--- config.mk ---
export PLATFORM = sky130hd
export DESIGN_NAME = crc_codeword_stream_checker_top
export DESIGN_NICKNAME = d
export VERILOG_FILES = /design/src/hdl/crcc_pkg.sv /design/src/hdl/crcc_core.sv /design/src/hdl/crcc_resq.sv /design/src/hdl/crc_codeword_stream_checker_top.sv
export SDC_FILE = /design/constraint.sdc
export NUM_CORES = 1
export LEC_CHECK = 0
export BUFFER_PORTS_ARGS = -buffer_cell sky130_fd_sc_hd__buf_2
export CAP_MARGIN = 20
export CELL_PAD_IN_SITES_DETAIL_PLACEMENT = 0
export CELL_PAD_IN_SITES_GLOBAL_PLACEMENT = 2
export CORE_UTILIZATION = 39
export CTS_BUF_LIST = sky130_fd_sc_hd__clkbuf_4
export DETAILED_ROUTE_END_ITERATION = 8
export PLACE_DENSITY = 0.81
export SYNTH_ARGS = -nofsm -noshare
export SYNTH_HDL_FRONTEND = slang
export SYNTH_SLANG_ARGS = --single-unit
--- constraint.sdc ---
create_clock -name i_clk -period 26 [get_ports i_clk]
set_input_delay 5.2 -clock i_clk [delete_from_list [all_inputs] [get_ports i_clk]]
set_output_delay 5.2 -clock i_clk [all_outputs]
set_load 0.05 [all_outputs]
--- src/hdl/crcc_pkg.sv ---
// Shared types, constants and register codes for the CRC codeword stream checker.
package crcc_pkg;

    // Default sizing
    localparam int MAX_GEN_LEN = 16;
    localparam int COUNT_WIDTH = 32;

    // Fixed field widths
    localparam int GEN_BITS_W = 16;
    localparam int GEN_LEN_W  = 5;
    localparam int CFG_IDX_W  = 2;
    localparam int CFG_DATA_W = 16;
    localparam int TOTAL_W    = 32;

    // Register indexes on the configuration port
    localparam logic [CFG_IDX_W-1:0] CFG_GEN_BITS = 2'd0;
    localparam logic [CFG_IDX_W-1:0] CFG_GEN_LEN  = 2'd1;
    localparam logic [CFG_IDX_W-1:0] CFG_DW_MODE  = 2'd2;

    // Register reset values
    localparam logic [GEN_BITS_W-1:0] GEN_BITS_RST = 16'd11;
    localparam logic [GEN_LEN_W-1:0]  GEN_LEN_RST  = 5'd4;
    localparam logic                  DW_MODE_RST  = 1'b0;

    // Result kinds
    localparam logic KIND_DATA    = 1'b0;
    localparam logic KIND_SUMMARY = 1'b1;

    // Result queue depth, in per-word slots
    localparam int RESQ_DEPTH = 2;

    // Configuration register set
    typedef struct packed {
        logic [GEN_BITS_W-1:0] gen_bits;
        logic [GEN_LEN_W-1:0]  gen_len;
        logic                  dw_mode;
    } t_cfg;

    // All results caused by one input word
    typedef struct packed {
        logic               has_data;
        logic [7:0]         data;
        logic               has_sum;
        logic [TOTAL_W-1:0] cw_total;
        logic [TOTAL_W-1:0] er_total;
        logic               pad;
    } t_slot;

endpackage

--- src/hdl/crcc_core.sv ---
// Stream state and the unrolled eight-bit CRC division step for one input word.
module crcc_core #(
    parameter int MAX_GEN_LEN = crcc_pkg::MAX_GEN_LEN,
    parameter int COUNT_WIDTH = crcc_pkg::COUNT_WIDTH
) (
    input  logic                i_clk,
    input  logic                i_rst_n,
    input  crcc_pkg::t_cfg      i_cfg,
    input  logic                i_cfg_clear,
    input  logic                i_accept,
    input  logic [7:0]          i_stream_byte,
    input  logic                i_final_byte,
    output logic                o_slot_valid,
    output crcc_pkg::t_slot     o_slot
);

    localparam int LW = $clog2(MAX_GEN_LEN + 1);
    localparam int IW = $clog2(MAX_GEN_LEN + 8);

    // Saturating add of 0..2 to a counter
    function automatic logic [COUNT_WIDTH-1:0] sat_add(input logic [COUNT_WIDTH-1:0] v,
                                                       input logic [1:0] inc);
        logic [COUNT_WIDTH:0] s;
        s = {1'b0, v} + (COUNT_WIDTH + 1)'(inc);
        if (s[COUNT_WIDTH]) begin
            return '1;
        end
        return s[COUNT_WIDTH-1:0];
    endfunction

    // Clip a counter to the 32-bit report width
    function automatic logic [crcc_pkg::TOTAL_W-1:0] clip32(input logic [COUNT_WIDTH-1:0] v);
        logic [63:0] e;
        e = 64'(v);
        if (e > 64'h0000_0000_FFFF_FFFF) begin
            return '1;
        end
        return e[crcc_pkg::TOTAL_W-1:0];
    endfunction

    // Stream state
    logic                   r_header_done, n_header_done;
    logic [2:0]             r_skip,        n_skip;
    logic                   r_pad,         n_pad;
    logic [MAX_GEN_LEN-1:0] r_win,         n_win;
    logic [IW-1:0]          r_idx,         n_idx;
    logic [7:0]             r_dw,          n_dw;
    logic [3:0]             r_acc,         n_acc;
    logic                   r_half,        n_half;
    logic [COUNT_WIDTH-1:0] r_cw_cnt,      n_cw_cnt;
    logic [COUNT_WIDTH-1:0] r_er_cnt,      n_er_cnt;

    // Generator shape derived from the registers
    logic [LW-1:0]          l_eff;
    logic [3:0]             d_eff;
    logic [IW-1:0]          n_len;
    logic [MAX_GEN_LEN-1:0] lmask, msel, rmask, gen;

    always_comb begin
        if (i_cfg.gen_len == '0) begin
            l_eff = LW'(1);
        end else if (int'(i_cfg.gen_len) > MAX_GEN_LEN) begin
            l_eff = LW'(MAX_GEN_LEN);
        end else begin
            l_eff = LW'(i_cfg.gen_len);
        end
        d_eff = i_cfg.dw_mode ? 4'd8 : 4'd4;
        n_len = IW'(d_eff) + IW'(l_eff) - IW'(1);
        for (int j = 0; j < MAX_GEN_LEN; j++) begin
            lmask[j] = (j < int'(l_eff));
            msel[j]  = (j == int'(l_eff) - 1);
        end
        rmask = lmask & ~msel;
        gen   = MAX_GEN_LEN'(i_cfg.gen_bits) & lmask;
    end

    // Per-word working values
    logic [MAX_GEN_LEN-1:0] w;
    logic                   b;
    logic                   emit;
    logic [7:0]             odata;
    logic [1:0]             cw_inc, er_inc;

    // Header decode or eight division steps, MSB first
    always_comb begin
        n_header_done = r_header_done;
        n_skip        = r_skip;
        n_pad         = r_pad;
        n_win         = r_win;
        n_idx         = r_idx;
        n_dw          = r_dw;
        n_acc         = r_acc;
        n_half        = r_half;
        emit          = 1'b0;
        odata         = 8'd0;
        cw_inc        = 2'd0;
        er_inc        = 2'd0;
        w             = '0;
        b             = 1'b0;
        if (!r_header_done) begin
            n_header_done = 1'b1;
            if (|i_stream_byte[7:3]) begin
                n_pad  = 1'b1;
                n_skip = 3'd0;
            end else begin
                n_skip = i_stream_byte[2:0];
            end
        end else begin
            for (int i = 7; i >= 0; i--) begin
                b = i_stream_byte[i];
                if (n_skip != 3'd0) begin
                    n_skip = n_skip - 3'd1;
                end else begin
                    if (n_idx < IW'(d_eff)) begin
                        n_dw = {n_dw[6:0], b};
                    end
                    w = ((n_win << 1) | MAX_GEN_LEN'(b)) & lmask;
                    if ((w & msel) != '0) begin
                        w = w ^ gen;
                    end
                    n_win = w & rmask;
                    n_idx = n_idx + IW'(1);
                    // codeword complete: count, check, pack dataword
                    if (n_idx == n_len) begin
                        cw_inc = cw_inc + 2'd1;
                        if (n_win != '0) begin
                            er_inc = er_inc + 2'd1;
                        end
                        if (!i_cfg.dw_mode) begin
                            if (n_half) begin
                                if (!emit) begin
                                    odata = {n_acc, n_dw[3:0]};
                                end
                                emit   = 1'b1;
                                n_half = 1'b0;
                            end else begin
                                n_acc  = n_dw[3:0];
                                n_half = 1'b1;
                            end
                        end else begin
                            if (!emit) begin
                                odata = n_half ? {n_acc, n_dw[7:4]} : n_dw;
                            end
                            emit  = 1'b1;
                            n_acc = n_dw[3:0];
                        end
                        n_idx = '0;
                        n_win = '0;
                        n_dw  = 8'd0;
                    end
                end
            end
        end
        n_cw_cnt = sat_add(r_cw_cnt, cw_inc);
        n_er_cnt = sat_add(r_er_cnt, er_inc);
    end

    // Results for this word
    always_comb begin
        o_slot_valid      = emit | i_final_byte;
        o_slot.has_data   = emit;
        o_slot.data       = odata;
        o_slot.has_sum    = i_final_byte;
        o_slot.cw_total   = clip32(n_cw_cnt);
        o_slot.er_total   = clip32(n_er_cnt);
        o_slot.pad        = n_pad;
    end

    // State update; a final word rearms the stream
    always_ff @(posedge i_clk) begin
        if (!i_rst_n) begin
            r_header_done <= 1'b0;
            r_skip        <= 3'd0;
            r_pad         <= 1'b0;
            r_win         <= '0;
            r_idx         <= '0;
            r_dw          <= 8'd0;
            r_acc         <= 4'd0;
            r_half        <= 1'b0;
            r_cw_cnt      <= '0;
            r_er_cnt      <= '0;
        end else if (i_cfg_clear) begin
            r_win <= '0;
            r_idx <= '0;
            r_dw  <= 8'd0;
        end else if (i_accept) begin
            if (i_final_byte) begin
                r_header_done <= 1'b0;
                r_skip        <= 3'd0;
                r_pad         <= 1'b0;
                r_win         <= '0;
                r_idx         <= '0;
                r_dw          <= 8'd0;
                r_acc         <= 4'd0;
                r_half        <= 1'b0;
                r_cw_cnt      <= '0;
                r_er_cnt      <= '0;
            end else begin
                r_header_done <= n_header_done;
                r_skip        <= n_skip;
                r_pad         <= n_pad;
                r_win         <= n_win;
                r_idx         <= n_idx;
                r_dw          <= n_dw;
                r_acc         <= n_acc;
                r_half        <= n_half;
                r_cw_cnt      <= n_cw_cnt;
                r_er_cnt      <= n_er_cnt;
            end
        end
    end

endmodule

--- src/hdl/crcc_resq.sv ---
// Result queue: holds per-word result slots and plays them out one result at a time.
module crcc_resq (
    input  logic                          i_clk,
    input  logic                          i_rst_n,
    input  logic                          i_wr,
    input  crcc_pkg::t_slot               i_slot,
    output logic                          o_not_full,
    output logic                          o_out_valid,
    input  logic                          i_out_ready,
    output logic                          o_result_kind,
    output logic [7:0]                    o_data_byte,
    output logic [crcc_pkg::TOTAL_W-1:0]  o_codeword_total,
    output logic [crcc_pkg::TOTAL_W-1:0]  o_error_total,
    output logic                          o_padding_fault,
    output logic                          o_run_end
);

    localparam int PW = $clog2(crcc_pkg::RESQ_DEPTH);
    localparam int CW = $clog2(crcc_pkg::RESQ_DEPTH + 1);

    crcc_pkg::t_slot r_slot [crcc_pkg::RESQ_DEPTH];
    logic [PW-1:0]   r_wptr, r_rptr;
    logic [CW-1:0]   r_count;
    logic            r_phase;   // data result of head slot already taken

    crcc_pkg::t_slot head;
    logic            show_data;
    logic            out_take;
    logic            pop;

    // Head slot decode
    always_comb begin
        head          = r_slot[r_rptr];
        show_data     = head.has_data & ~r_phase;
        o_out_valid   = (r_count != '0);
        o_not_full    = (r_count != CW'(crcc_pkg::RESQ_DEPTH));
        o_result_kind = show_data ? crcc_pkg::KIND_DATA : crcc_pkg::KIND_SUMMARY;
        o_data_byte   = show_data ? head.data : 8'd0;
        o_codeword_total = show_data ? '0 : head.cw_total;
        o_error_total    = show_data ? '0 : head.er_total;
        o_padding_fault  = head.pad;
        o_run_end        = show_data ? ~head.has_sum : 1'b1;
        out_take         = o_out_valid & i_out_ready;
        pop              = out_take & o_run_end;
    end

    // Slot storage
    always_ff @(posedge i_clk) begin
        if (i_wr) begin
            r_slot[r_wptr] <= i_slot;
        end
    end

    // Pointers, fill count and head phase
    always_ff @(posedge i_clk) begin
        if (!i_rst_n) begin
            r_wptr  <= '0;
            r_rptr  <= '0;
            r_count <= '0;
            r_phase <= 1'b0;
        end else begin
            if (i_wr) begin
                r_wptr <= (int'(r_wptr) == crcc_pkg::RESQ_DEPTH - 1) ? '0 : r_wptr + PW'(1);
            end
            if (pop) begin
                r_rptr <= (int'(r_rptr) == crcc_pkg::RESQ_DEPTH - 1) ? '0 : r_rptr + PW'(1);
            end
            r_count <= r_count + CW'(i_wr) - CW'(pop);
            if (out_take) begin
                r_phase <= ~pop;
            end
        end
    end

endmodule

--- src/hdl/crc_codeword_stream_checker_top.sv ---
// Top level of the CRC codeword stream checker: registers, core and result queue.
//
//  channel  direction  handshake                 payload
//  cfg      in         i_cfg_valid / o_cfg_ready  i_cfg_index, i_cfg_data
//  in       in         i_in_valid / o_in_ready    i_stream_byte, i_final_byte
//  out      out        o_out_valid / i_out_ready  o_result_kind .. o_run_end
//
// One input word is taken per cycle while o_in_ready is high; its results are registered into the result queue.
// A word yields 0, 1 or 2 results; the out side moves one result per cycle while i_out_ready is high,
// so a word with both a data byte and a summary gives the data result first and then the summary.
// o_in_ready drops while both result-queue slots are occupied or a register write is offered.
// Reset is synchronous; it restores registers to 11, 4, 0 and clears the stream.
// Configuration writes are always taken; a write to a real register discards the
// codeword in progress.
module crc_codeword_stream_checker_top #(
    parameter int MAX_GEN_LEN = crcc_pkg::MAX_GEN_LEN,
    parameter int COUNT_WIDTH = crcc_pkg::COUNT_WIDTH
) (
    input  logic                            i_clk,
    input  logic                            i_rst_n,
    input  logic                            i_cfg_valid,
    output logic                            o_cfg_ready,
    input  logic [crcc_pkg::CFG_IDX_W-1:0]  i_cfg_index,
    input  logic [crcc_pkg::CFG_DATA_W-1:0] i_cfg_data,
    input  logic                            i_in_valid,
    output logic                            o_in_ready,
    input  logic [7:0]                      i_stream_byte,
    input  logic                            i_final_byte,
    output logic                            o_out_valid,
    input  logic                            i_out_ready,
    output logic                            o_result_kind,
    output logic [7:0]                      o_data_byte,
    output logic [crcc_pkg::TOTAL_W-1:0]    o_codeword_total,
    output logic [crcc_pkg::TOTAL_W-1:0]    o_error_total,
    output logic                            o_padding_fault,
    output logic                            o_run_end
);

    crcc_pkg::t_cfg  r_cfg;
    crcc_pkg::t_slot slot;
    logic            slot_valid;
    logic            cfg_wr;
    logic            cfg_hit;
    logic            in_accept;
    logic            not_full;

    // A register write takes the cycle; no stream word is taken alongside it
    assign o_cfg_ready = 1'b1;
    assign cfg_wr      = i_cfg_valid & o_cfg_ready;
    assign o_in_ready  = not_full & ~i_cfg_valid;
    assign in_accept   = i_in_valid & o_in_ready;

    // Register index decode
    always_comb begin
        unique case (i_cfg_index)
            crcc_pkg::CFG_GEN_BITS,
            crcc_pkg::CFG_GEN_LEN,
            crcc_pkg::CFG_DW_MODE: cfg_hit = 1'b1;
            default:               cfg_hit = 1'b0;
        endcase
    end

    // Configuration registers
    always_ff @(posedge i_clk) begin
        if (!i_rst_n) begin
            r_cfg.gen_bits <= crcc_pkg::GEN_BITS_RST;
            r_cfg.gen_len  <= crcc_pkg::GEN_LEN_RST;
            r_cfg.dw_mode  <= crcc_pkg::DW_MODE_RST;
        end else if (cfg_wr) begin
            unique case (i_cfg_index)
                crcc_pkg::CFG_GEN_BITS: r_cfg.gen_bits <= i_cfg_data;
                crcc_pkg::CFG_GEN_LEN:  r_cfg.gen_len  <= i_cfg_data[crcc_pkg::GEN_LEN_W-1:0];
                crcc_pkg::CFG_DW_MODE:  r_cfg.dw_mode  <= i_cfg_data[0];
                default: ;
            endcase
        end
    end

    crcc_core #(
        .MAX_GEN_LEN (MAX_GEN_LEN),
        .COUNT_WIDTH (COUNT_WIDTH)
    ) u_core (
        .i_clk         (i_clk),
        .i_rst_n       (i_rst_n),
        .i_cfg         (r_cfg),
        .i_cfg_clear   (cfg_wr & cfg_hit),
        .i_accept      (in_accept),
        .i_stream_byte (i_stream_byte),
        .i_final_byte  (i_final_byte),
        .o_slot_valid  (slot_valid),
        .o_slot        (slot)
    );

    crcc_resq u_resq (
        .i_clk            (i_clk),
        .i_rst_n          (i_rst_n),
        .i_wr             (in_accept & slot_valid),
        .i_slot           (slot),
        .o_not_full       (not_full),
        .o_out_valid      (o_out_valid),
        .i_out_ready      (i_out_ready),
        .o_result_kind    (o_result_kind),
        .o_data_byte      (o_data_byte),
        .o_codeword_total (o_codeword_total),
        .o_error_total    (o_error_total),
        .o_padding_fault  (o_padding_fault),
        .o_run_end        (o_run_end)
    );

endmodule
Word-level counts from Yosys, hierarchy flattened

Memory sizes are Yosys's and may differ from the RTL's. A register that Yosys moved wholly into a read port is not among the register bits.
Cells that the tools add are included.

RAM bits: 150
Input bits: 32
Word-level logic and storage cells: 588
Register bits: 129
Output and inout port bits: 78
Memories kept: 1

Equal/unequal tests: 26
Magnitude comparators: 25
Add/subtract/negate cells: 39
Bitwise logic cells: 57
Reductions and logical operators: 38
Muxes and demuxes: 385

Memory list:

| name          | words | bits a word | read ports | clocked after Yosys merged registers in | write ports | line            | text |
|---|---|---|---|---|---|---|---|
| u_resq.r_slot | 2     | 75          | 1          | 1                                       | 1           | crcc_resq.sv:21 | `crcc_pkg::t_slot r_slot [crcc_pkg::RESQ_DEPTH];` |

Operator list:

| kind                  | count |
|---|---|
| $mux W8               | 94 |
| $and A16 B16 Y16      | 26 |
| $mux W16              | 24 |
| $mux W15              | 25 |
| $eq A5 B32 Y1 const A | 8 |
| $mux W32              | 8 |
| $reduce_bool A16 Y1   | 16 |
| $mux W4               | 37 |
| $mux W5               | 27 |
| $eq A4 B32 Y1 const A | 4 |
| $or A16 B1 Y16        | 8 |
| $xor A16 B16 Y16      | 8 |
| $mux W2               | 54 |
| $mux W1               | 98 |
| $add A32 B2 Y33       | 2 |
| $eq A3 B32 Y1 const A | 2 |
| $mux W3               | 18 |
| $add A5 B1 Y5 const B | 8 |
| $eq A5 B5 Y1          | 8 |
| $lt A4 B5 Y1 const A  | 8 |
| $lt A5 B4 Y1          | 8 |
| $eq A2 B32 Y1 const A | 1 |
| $logic_not A32 Y1     | 1 |
| $add A2 B1 Y2 const B | 14 |
| 27 further kinds      | 63 |

Depth between registers and ports, before layout

Gate-level depths: netlist (run 1).

Word-level depth: 97
Mapped depth: 108
Mapped depth without buffers: 94

Modules after synthesis

From an unflattened synthesis (run 1), not the netlist that was laid out.

Cells, all modules: 3919
Area total of the unflattened synthesis: 29743.5 µm²

Modules (own cells, without submodules):

| module                          | cells an instance | area an instance (µm²) | seq. area each (µm²) | instances |
|---|---|---|---|---|
| crcc_core                       | 3466              | 22831.9                | 2042.0               | 1 |
| crcc_resq                       | 351               | 5949.5                 | 4624.4               | 1 |
| crc_codeword_stream_checker_top | 102               | 962.2                  | 440.4                | 1 |

Worst setup path before layout (run 1)

OpenSTA, ideal clock, no wires.

Path type: reg-to-reg
Start point: register r_cfg[5] in the netlist's numbering
End point: register u_core.r_er_cnt[14]
Setup time: 0.065 ns
Required time: 25.935 ns
Buffers on the path: 18
Slack: 4.094 ns
Cell stages (with the launch flop): 105
Arrival time: 21.840 ns
Clock period less this slack: 21.906 ns
Cells stage by stage: dfxtp_1 -> buf_6 -> buf_4 -> clkbuf_1 -> nor2_1 -> clkbuf_1 -> ha_1 -> clkbuf_1 -> clkbuf_1 -> inv_1 -> fa_1 -> xnor2_2 -> xnor3_1 -> and4_1 -> clkbuf_1 -> a21oi_1 -> a21oi_1 -> inv_1 -> [69 not listed] -> o2111ai_1 -> and4bb_4 -> a21oi_2 -> a2111oi_4 -> mux2_1 -> fa_1 -> nor2_1 -> and3_1 -> and3_1 -> and3_1 -> and3_1 -> nand3_1 -> nor4_1 -> nand2_1 -> clkbuf_1 -> nand2_1 -> a22oi_1 -> nor2b_1

RTL lines:

| element              | line                                  | text |
|---|---|---|
| from (decl)          | crc_codeword_stream_checker_top.sv:39 | `crcc_pkg::t_cfg r_cfg;` |
| to (signal assigned) | crcc_core.sv:208                      | `r_er_cnt <= n_er_cnt;` |
| to (decl)            | crcc_core.sv:51                       | `logic [COUNT_WIDTH-1:0] r_er_cnt, n_er_cnt;` |

==> results by group, run 1 <==
Synthesis
  – Post-synthesis mux area share: 7.44%
  – Synth Instances: 3963
  – Post-Synth Adder-Cell Area: 2.42%
  – Syn Nets: 4048
  – Main combinational cell family by area after synthesis: compound AO/OA/AOI/OAI gates
  – Synth Area in XOR/XNOR: 7.67%
  – Post-synthesis cell type count: 142
  – Number of enable flip-flop cells after synthesis: 150
  – Synthesized area per cell: 7.57 um2
  – FF+latch count, synth: 280
  – Synth Warn #: 0
  – Post-Syn Area: 30000 um2
  – Sequential-to-total area share from yosys stat: 23.7%
  – Post-synth ARST share: 0%
  – Top_reg_cell synth: edfxtp_1
  – Synth Area in Compound Gates: 27.9%
  – Post-synthesis simple-gate area fraction: 25.8%

CTS
  – Hold Buf Count CTS: 0
  – TritonCTS clock tree: built
  – Clock root cell: clkbuf_4
  – CTS max path bufs: 3
  – # clock sinks: 280
  – Clock latency on the worst-skew pair: 0.76 ns
  – CTS H-tree lvls: 3
  – CTS Buf Count: 66
  – Clock transition at the registers of the reported paths: 0.07 ns

Die
  – Num rows: 101
  – Die area: 78000 um2
  – Initial Util: 39.4%
  – Die span in y: 279 um
  – IO Pins: 110
  – Core ar.: 76100 um2
  – Die W: 279 um

Global route
  – Routing usage on met3: 9.88%
  – Met2 Use GR: 53.2%
  – First-pass GRT wire length: 213 mm
  – Initial antenna violation count: 6
  – Gr busiest metal: met2
  – M1 GR Usage: 50.4%
  – Vias in the first global route: 30275
  – Gr usage total: 36.9%
  – Largest net degree at the start of global routing: 103
  – Grt ovf: 0

Setup path
  – Critical Path Max Stage Delay: 0.84 ns
  – R2R Path Start: r_cfg[2]$_SDFFE_PN0P_
  – CP startpoint: r_cfg[2]$_SDFFE_PN0P_
  – Crit-path slowest cell: fa_2
  – Reg2reg path depth: 87
  – Peak fanout along the critical path: 28
  – Reg2reg setup slack: 2.10 ns
  – Crit path to: u_core.r_er_cnt[21]$_SDFFE_PN0P_
  – Crit. End Element: flip-flop
  – WP data arrival: 24.52 ns
  – Crit start category: flip-flop
  – Critical Path RT: 26.62 ns
  – WS Path Type: flip-flop to flip-flop
  – Crit-path most repeated cell: nor2_1
  – Critical R2R Capture: u_core.r_er_cnt[21]$_SDFFE_PN0P_

Routing
  – Total Wirelength: 149 mm
  – Vias: 33281
  – Vias per cell: 6.55
  – DRC viols: 0
  – Router iterations before antenna repair: 9
  – Routed WL per cell: 29.4 um
  – Starting DRT DRC Count: 4368
  – Antenna viol nets, final: 0

Final layout
  – Area of the multi-input gates: 21500 um2
  – Layout Nets: 4084
  – Synthesis-to-finish area growth: 8.92%
  – Share of layout cells above drive strength 1: 13.1%
  – FF/Latch Area: 7110 um2
  – Filler cells: 8048

Run
  – Max-cap violations: 0

STA
  – Fin. Hold Viols: 0
  – Worst-Margin Slew: 1.29 ns
  – Slew Viols, Final: 0
  – RSZ-0062 raised after global routing: false
  – Setup_tns: 0 ns
  – Max Clk Rate: 0.0418 GHz
  – Fin crit share: 91.9%
  – Crit path time final: 23.90 ns
  – Clk_skew: 0.0820 ns
  – Setup-failing EPs final: 0
  – Slew headroom: 14.0%

Placement
  – Buffers on Ports: 108
  – Post-DP HPWL: 111 mm
  – GP Congestion: 1.04

Outcome
  – Status: completed

Hold path
  – Hold Path Cell Cnt: 2
  – Tightest Hold Check Type: flip-flop to flip-flop
-- area by class of cell --
cell class / instances / share of cell area [%]
clock buffer: 93 / 2.14
inverter: 98 / 1.13
sequential: 280 / 21.8
timing repair buffer: 234 / 4.56
multi-input combinational: 3319 / 65.9
tap: 1030 / 3.94
clock inverter: 25 / 0.532
antenna: 5 / 0.0383
-- repair_timing --
action,CTS,global route
buffers inserted,0,3
endpoints found under the hold margin,0,0
setup endpoints to repair,0,183
resized for setup,0,8
-- cells by family (layout without fill, tap and decap cells) --
group	Yosys count	count (layout)
compound gates	1178	1178
flops	280	280
xor+xnor	250	250
simple gates	1615	1615
mux	218	218
other cells	1	6
buf+inv	364	450
fa+ha+maj	57	57
-- worst max-delay path: cells and delay by family, from the launching register on --
| family | cells | cell delay, ns |
|---|---|---|
| AOI/OAI and AO/OA | 28 | 8.21 |
| xor gates and xnor gates | 5 | 1.25 |
| adders and majority gates | 8 | 3.08 |
| buffers and inverters | 10 | 1.67 |
| DFF | 1 | 0.52 |
| muxes | 2 | 0.56 |
| and+or+nand+nor | 34 | 8.40 |
-- how the worst min path moves through the flow --
stage,startpoint,endpoint
floorplan,u_core.r_pad$_SDFFE_PN0P_,u_core.r_pad$_SDFFE_PN0P_
global placement,u_core.r_pad$_SDFFE_PN0P_,u_core.r_pad$_SDFFE_PN0P_
detailed placement,u_core.r_pad$_SDFFE_PN0P_,u_core.r_pad$_SDFFE_PN0P_
CTS,u_core.r_win[9]$_SDFFE_PP0P_,u_core.r_win[9]$_SDFFE_PP0P_
global route,u_core.r_win[9]$_SDFFE_PP0P_,u_core.r_win[9]$_SDFFE_PP0P_
finish,u_core.r_win[9]$_SDFFE_PP0P_,u_core.r_win[9]$_SDFFE_PP0P_
-- placed cells by master, fill, tap and decap left out, drive strengths merged, types with 21 or more instances in the layout --
cell / Yosys / final
dfxtp: 130 / 130
mux2i: 188 / 188
edfxtp: 150 / 150
clkbuf: 190 / 94
and3: 52 / 52
xor2: 58 / 58
a211oi: 33 / 33
a31oi: 73 / 73
o211ai: 37 / 37
nor4: 40 / 40
a22oi: 122 / 122
nor2: 522 / 522
clkinv: 2 / 21
nand4: 46 / 46
inv: 96 / 99
o21ai: 204 / 204
nor2b: 91 / 91
ha: 50 / 50
o32ai: 28 / 28
nand2b: 27 / 27
xnor2: 187 / 187
nand2: 453 / 453
or2: 21 / 21
mux2: 30 / 30
nand3: 109 / 109
nor3: 122 / 122
or3: 28 / 28
o22ai: 83 / 83
and2: 39 / 39
o31ai: 33 / 33
a21oi: 236 / 236
buf: 76 / 233
a21boi: 24 / 24
-- layer usage --
| layer | share of wire, % | wire (um) |
|---|---|---|
| met3 | 12 | 17200 |
| met1 | 42 | 63000 |
| met4 | 5.5 | 8170 |
| met2 | 41 | 60900 |
| met5 | 0.012 | 18 |
-- state kept, by name, summed over array words and instances, names as in the netlist, named ones only --
register / count
u_core.r_header_done: 1
u_core.r_idx: 5
u_core.r_pad: 1
u_core.r_acc: 4
u_resq.r_wptr: 1
u_resq.r_rptr: 1
u_core.r_cw_cnt: 32
u_resq.r_phase: 1
r_cfg: 22
u_core.r_er_cnt: 32
u_resq.r_count: 2
u_core.r_skip: 3
u_core.r_half: 1
u_core.r_dw: 8
u_core.r_win: 15
u_resq.r_slot: 150
-- cell usage after synthesis (all sizes together) (76+ instances only) --
cell	instances	share of area, %
dfxtp	130	8.7
o22ai	83	1.8
o21ai	204	3.5
nor2b	91	1.9
nor2	522	6.6
a21oi	236	4.0
nand3	109	1.9
nand2	453	5.7
clkbuf	190	2.4
a22oi	122	3.1
mux2i	188	6.3
inv	96	1.2
xnor2	187	5.6
buf	76	1.4
edfxtp	150	15
nor3	122	2.2
-- stage by stage --
stage | instance area [um2] | utilization (%) | std cells | setup WS [ns] | hold WS, ns
after global routing | 32700 | 42.9 | 5081 | 0.170 | 0.493
after global placement | 31700 | 41.7 | 4956 | 0.926 | 0.446
after floorplan | 30000 | - | 3963 | 4.09 | 0.429
after CTS | 32600 | 42.8 | 5075 | 0.155 | 0.468
final | 32700 | 42.9 | 5084 | 2.10 | 0.468
after detailed placement | 31700 | 41.7 | 4957 | 0.318 | 0.451
Power of run 1 is not shown: default switching activity piles up to over one toggle a cycle in this logic, so the estimate is an artifact.
==> run 2: changes to the inputs <==
--- a/config.mk
+++ b/config.mk
@@ -5,14 +5,15 @@
 export SDC_FILE = /design/constraint.sdc
 export NUM_CORES = 1
 export LEC_CHECK = 0
-export BUFFER_PORTS_ARGS = -buffer_cell sky130_fd_sc_hd__buf_2
+export ABC_AREA = 1
 export CAP_MARGIN = 20
 export CELL_PAD_IN_SITES_DETAIL_PLACEMENT = 0
 export CELL_PAD_IN_SITES_GLOBAL_PLACEMENT = 2
-export CORE_UTILIZATION = 39
+export CORE_UTILIZATION = 36
 export CTS_BUF_LIST = sky130_fd_sc_hd__clkbuf_4
 export DETAILED_ROUTE_END_ITERATION = 8
-export PLACE_DENSITY = 0.81
+export DONT_BUFFER_PORTS = 1
+export PLACE_DENSITY = 0.8
 export SYNTH_ARGS = -nofsm -noshare
 export SYNTH_HDL_FRONTEND = slang
 export SYNTH_SLANG_ARGS = --single-unit
==> run 2 against run 1 <==
  * Utilization shrank 4.3 points
  * Clock-buffer cell count is the same
  * Sequential cell count did not move
  * Clock skew is 0.020 ns lower
  * Die area up 0.93%
  * Final cell count grew 11%
  * Sequential share of layout area is 2.3 points higher
  * Highest routed layer unchanged
==> results by group, run 2 <==
Setup path
  – WS Path Type: flip-flop to flip-flop
  – Crit-path most repeated cell: nand2_1
  – WP data arrival: 21.33 ns
  – Crit start category: flip-flop
  – Worst path depth: 108
  – Critical R2R Capture: u_core.r_er_cnt[25]$_SDFFE_PN0P_
  – R2R Path Start: r_cfg[5]$_SDFFE_PN0P_
  – Critical Path RT: 26.62 ns
  – Crit. End Element: flip-flop
  – Peak fanout along the critical path: 27
  – Reg2reg path depth: 108
  – Top delay family on crit path: simple AND/OR/NAND/NOR gates
  – Reg2reg setup slack: 5.29 ns
  – Buf/Inv on CP: 14
  – Critical Path Max Stage Delay: 0.92 ns
  – CP startpoint: r_cfg[5]$_SDFFE_PN0P_
  – Crit-path slowest cell: dfxtp_1

STA
  – Fin. Hold Viols: 0
  – Setup_tns: 0 ns
  – Crit path time final: 20.71 ns
  – Setup-failing EPs final: 0
  – RSZ-0062 raised after global routing: false
  – Max Clk Rate: 0.0483 GHz
  – Slew headroom: 22.7%
  – Fin crit share: 79.7%
  – Clk_skew: 0.0621 ns
  – Slew Viols, Final: 0
  – Worst-Margin Slew: 1.15 ns

Die
  – IO Pins: 110
  – Initial Util: 36.6%
  – Num rows: 101
  – Die W: 281 um
  – Core ar.: 76300 um2
  – Die span in y: 281 um
  – Die area: 78700 um2

Final layout
  – Share of layout cells above drive strength 1: 8.27%
  – Most common cell after layout, fill and taps aside: nand2_1
  – Synthesis-to-finish area growth: 5.62%
  – Biggest regs: u_resq.r_slot x150, u_core.r_cw_cnt x32, u_core.r_er_cnt x32
  – Biggest register: u_resq.r_slot
  – Largest register FFs: 150
  – Layout Nets: 4652
  – Most frequent cells in the layout: 1651 x nand2_1, 542 x inv_1, 381 x nand3_1

Placement
  – GP Congestion: 0.956
  – Buffers on Ports: 0
  – Post-DP HPWL: 91.5 mm

Routing
  – Vias per cell: 5.40
  – WL met1: 54.6 mm
  – Antenna viol nets, final: 0
  – Router iterations before antenna repair: 6
  – Starting DRT DRC Count: 2910
  – WL met3: 8.29 mm
  – Top sig layer: met5
  – Met2 WL: 50.3 mm
  – DRC viols: 0
  – Routed WL per cell: 20.6 um
  – Total Wirelength: 117 mm
  – Vias: 30536

CTS
  – Clock transition at the registers of the reported paths: 0.07 ns
  – Hold Buf Count CTS: 0
  – TritonCTS clock tree: built
  – Post-CTS setup buffer count: 0
  – # clock sinks: 280
  – Clock root cell: clkbuf_4
  – Post-cts sizing count: 0
  – CTS max path bufs: 3
  – CTS H-tree lvls: 2
  – Clock latency on the worst-skew pair: 0.75 ns
  – CTS Buf Count: 61

Synthesis
  – Area contributors post-synth: nand2_1 22%, edfxtp_1 16%, dfxtp_1 9.3%, inv_1 7.3%, nand3_1 6.8%
  – Most frequent cells after synthesis: 1652 x nand2_1, 545 x inv_1, 381 x nand3_1
  – Synth Instances: 4636
  – FF+latch count, synth: 280
  – Post-synthesis cell type count: 77
  – Syn Nets: 4721
  – Largest area contributor in the netlist: nand2_1
  – Post-Syn Area: 27900 um2
  – Top_reg_cell synth: edfxtp_1
  – Number of enable flip-flop cells after synthesis: 150
  – Post-synth ARST share: 0%
  – Synthesized area per cell: 6.03 um2
  – Share of the synthesized area in the top cell type: 22.2%
  – Sequential-to-total area share from yosys stat: 25.4%
  – Cell with the most instances after synthesis: nand2_1
  – Synth Warn #: 0

Hold path
  – Tightest Hold Check Type: flip-flop to flip-flop
  – Worst hold start: u_resq.r_rptr$_SDFFE_PN0P_
  – Hold Path Cell Cnt: 1

Global route
  – Largest net degree at the start of global routing: 76
  – Vias in the first global route: 28042
  – First-pass GRT wire length: 175 mm
  – Grt ovf: 0
  – Initial antenna violation count: 2
  – Gr usage total: 28.9%

Outcome
  – Status: completed

Run
  – Max-cap violations: 0
==> run 2: changes by cell type in the layout (fill, tap and decap cells not counted), moves of 88 or more <==
| cell | before | now |
|---|---|---|
| mux2i_1 | 188 | 10 |
| xnor2_1 | 183 | 32 |
| nor2_1 | 508 | 224 |
| inv_1 | 93 | 542 |
| nor3_1 | 113 | 25 |
| buf_2 | 107 | 0 |
| nand2_1 | 444 | 1651 |
| nor2b_1 | 91 | 0 |
| a22oi_1 | 122 | 33 |
| nand3_1 | 106 | 381 |
| o21ai_0 | 169 | 378 |
==> run 2: cell type report <==
type	count	area (um2)
antenna	1	2.50
clock buffer	93	698
clock inverter	22	115
fill	8656	46800
inverter	605	2280
multi-input combinational	3558	17600
sequential	280	7110
tap	1030	1290
timing repair buffer	61	454
==> run 2: cells by family (layout without fill, tap and decap cells) <==
kind of cell / after synthesis / count (layout) / synth area share (%)
AND/OR/NAND/NOR: 2584 / 2584 / 40.6
other: 1 / 2 / 0.0134
XOR/XNOR: 79 / 79 / 2.63
AO/OA/AOI/OAI: 828 / 828 / 16.6
multiplexers: 13 / 13 / 0.479
flip-flops: 280 / 280 / 25.4
buffers and inverters: 798 / 781 / 11.8
adder cells (fa/ha/maj): 53 / 53 / 2.45
==> run 2: stage by stage <==
step	std cells	cell area (um2)	hold slack, ns	utilization [%]	setup WS (ns)
after floorplan	4636	27900	0.426	-	10.51
after global placement	5531	28700	0.428	37.6	5.56
after detailed placement	5532	28700	0.431	37.6	5.54
after CTS	5647	29500	0.440	38.7	5.44
after global routing	5650	29500	0.463	38.7	3.42
final	5650	29500	0.446	38.7	5.29
==> run 2: layer usage <==
layer,vias up,track usage (%)
met5,-,0
met4,2,8.79
met3,184,3.19
met2,1180,45.2
met1,14083,41.4
li1,15087,-
==> run 2: worst max path at each step <==
stage and end:
6_report u_core.r_er_cnt[25]$_SDFFE_PN0P_, 2_1_floorplan u_resq.r_slot[0][0]$_DFFE_PP_, 5_1_grt u_core.r_er_cnt[25]$_SDFFE_PN0P_, 3_3_place_gp u_core.r_er_cnt[25]$_SDFFE_PN0P_, 3_5_place_dp u_core.r_er_cnt[25]$_SDFFE_PN0P_, 4_1_cts u_core.r_er_cnt[25]$_SDFFE_PN0P_
Power of run 2 is left out for the same reason.
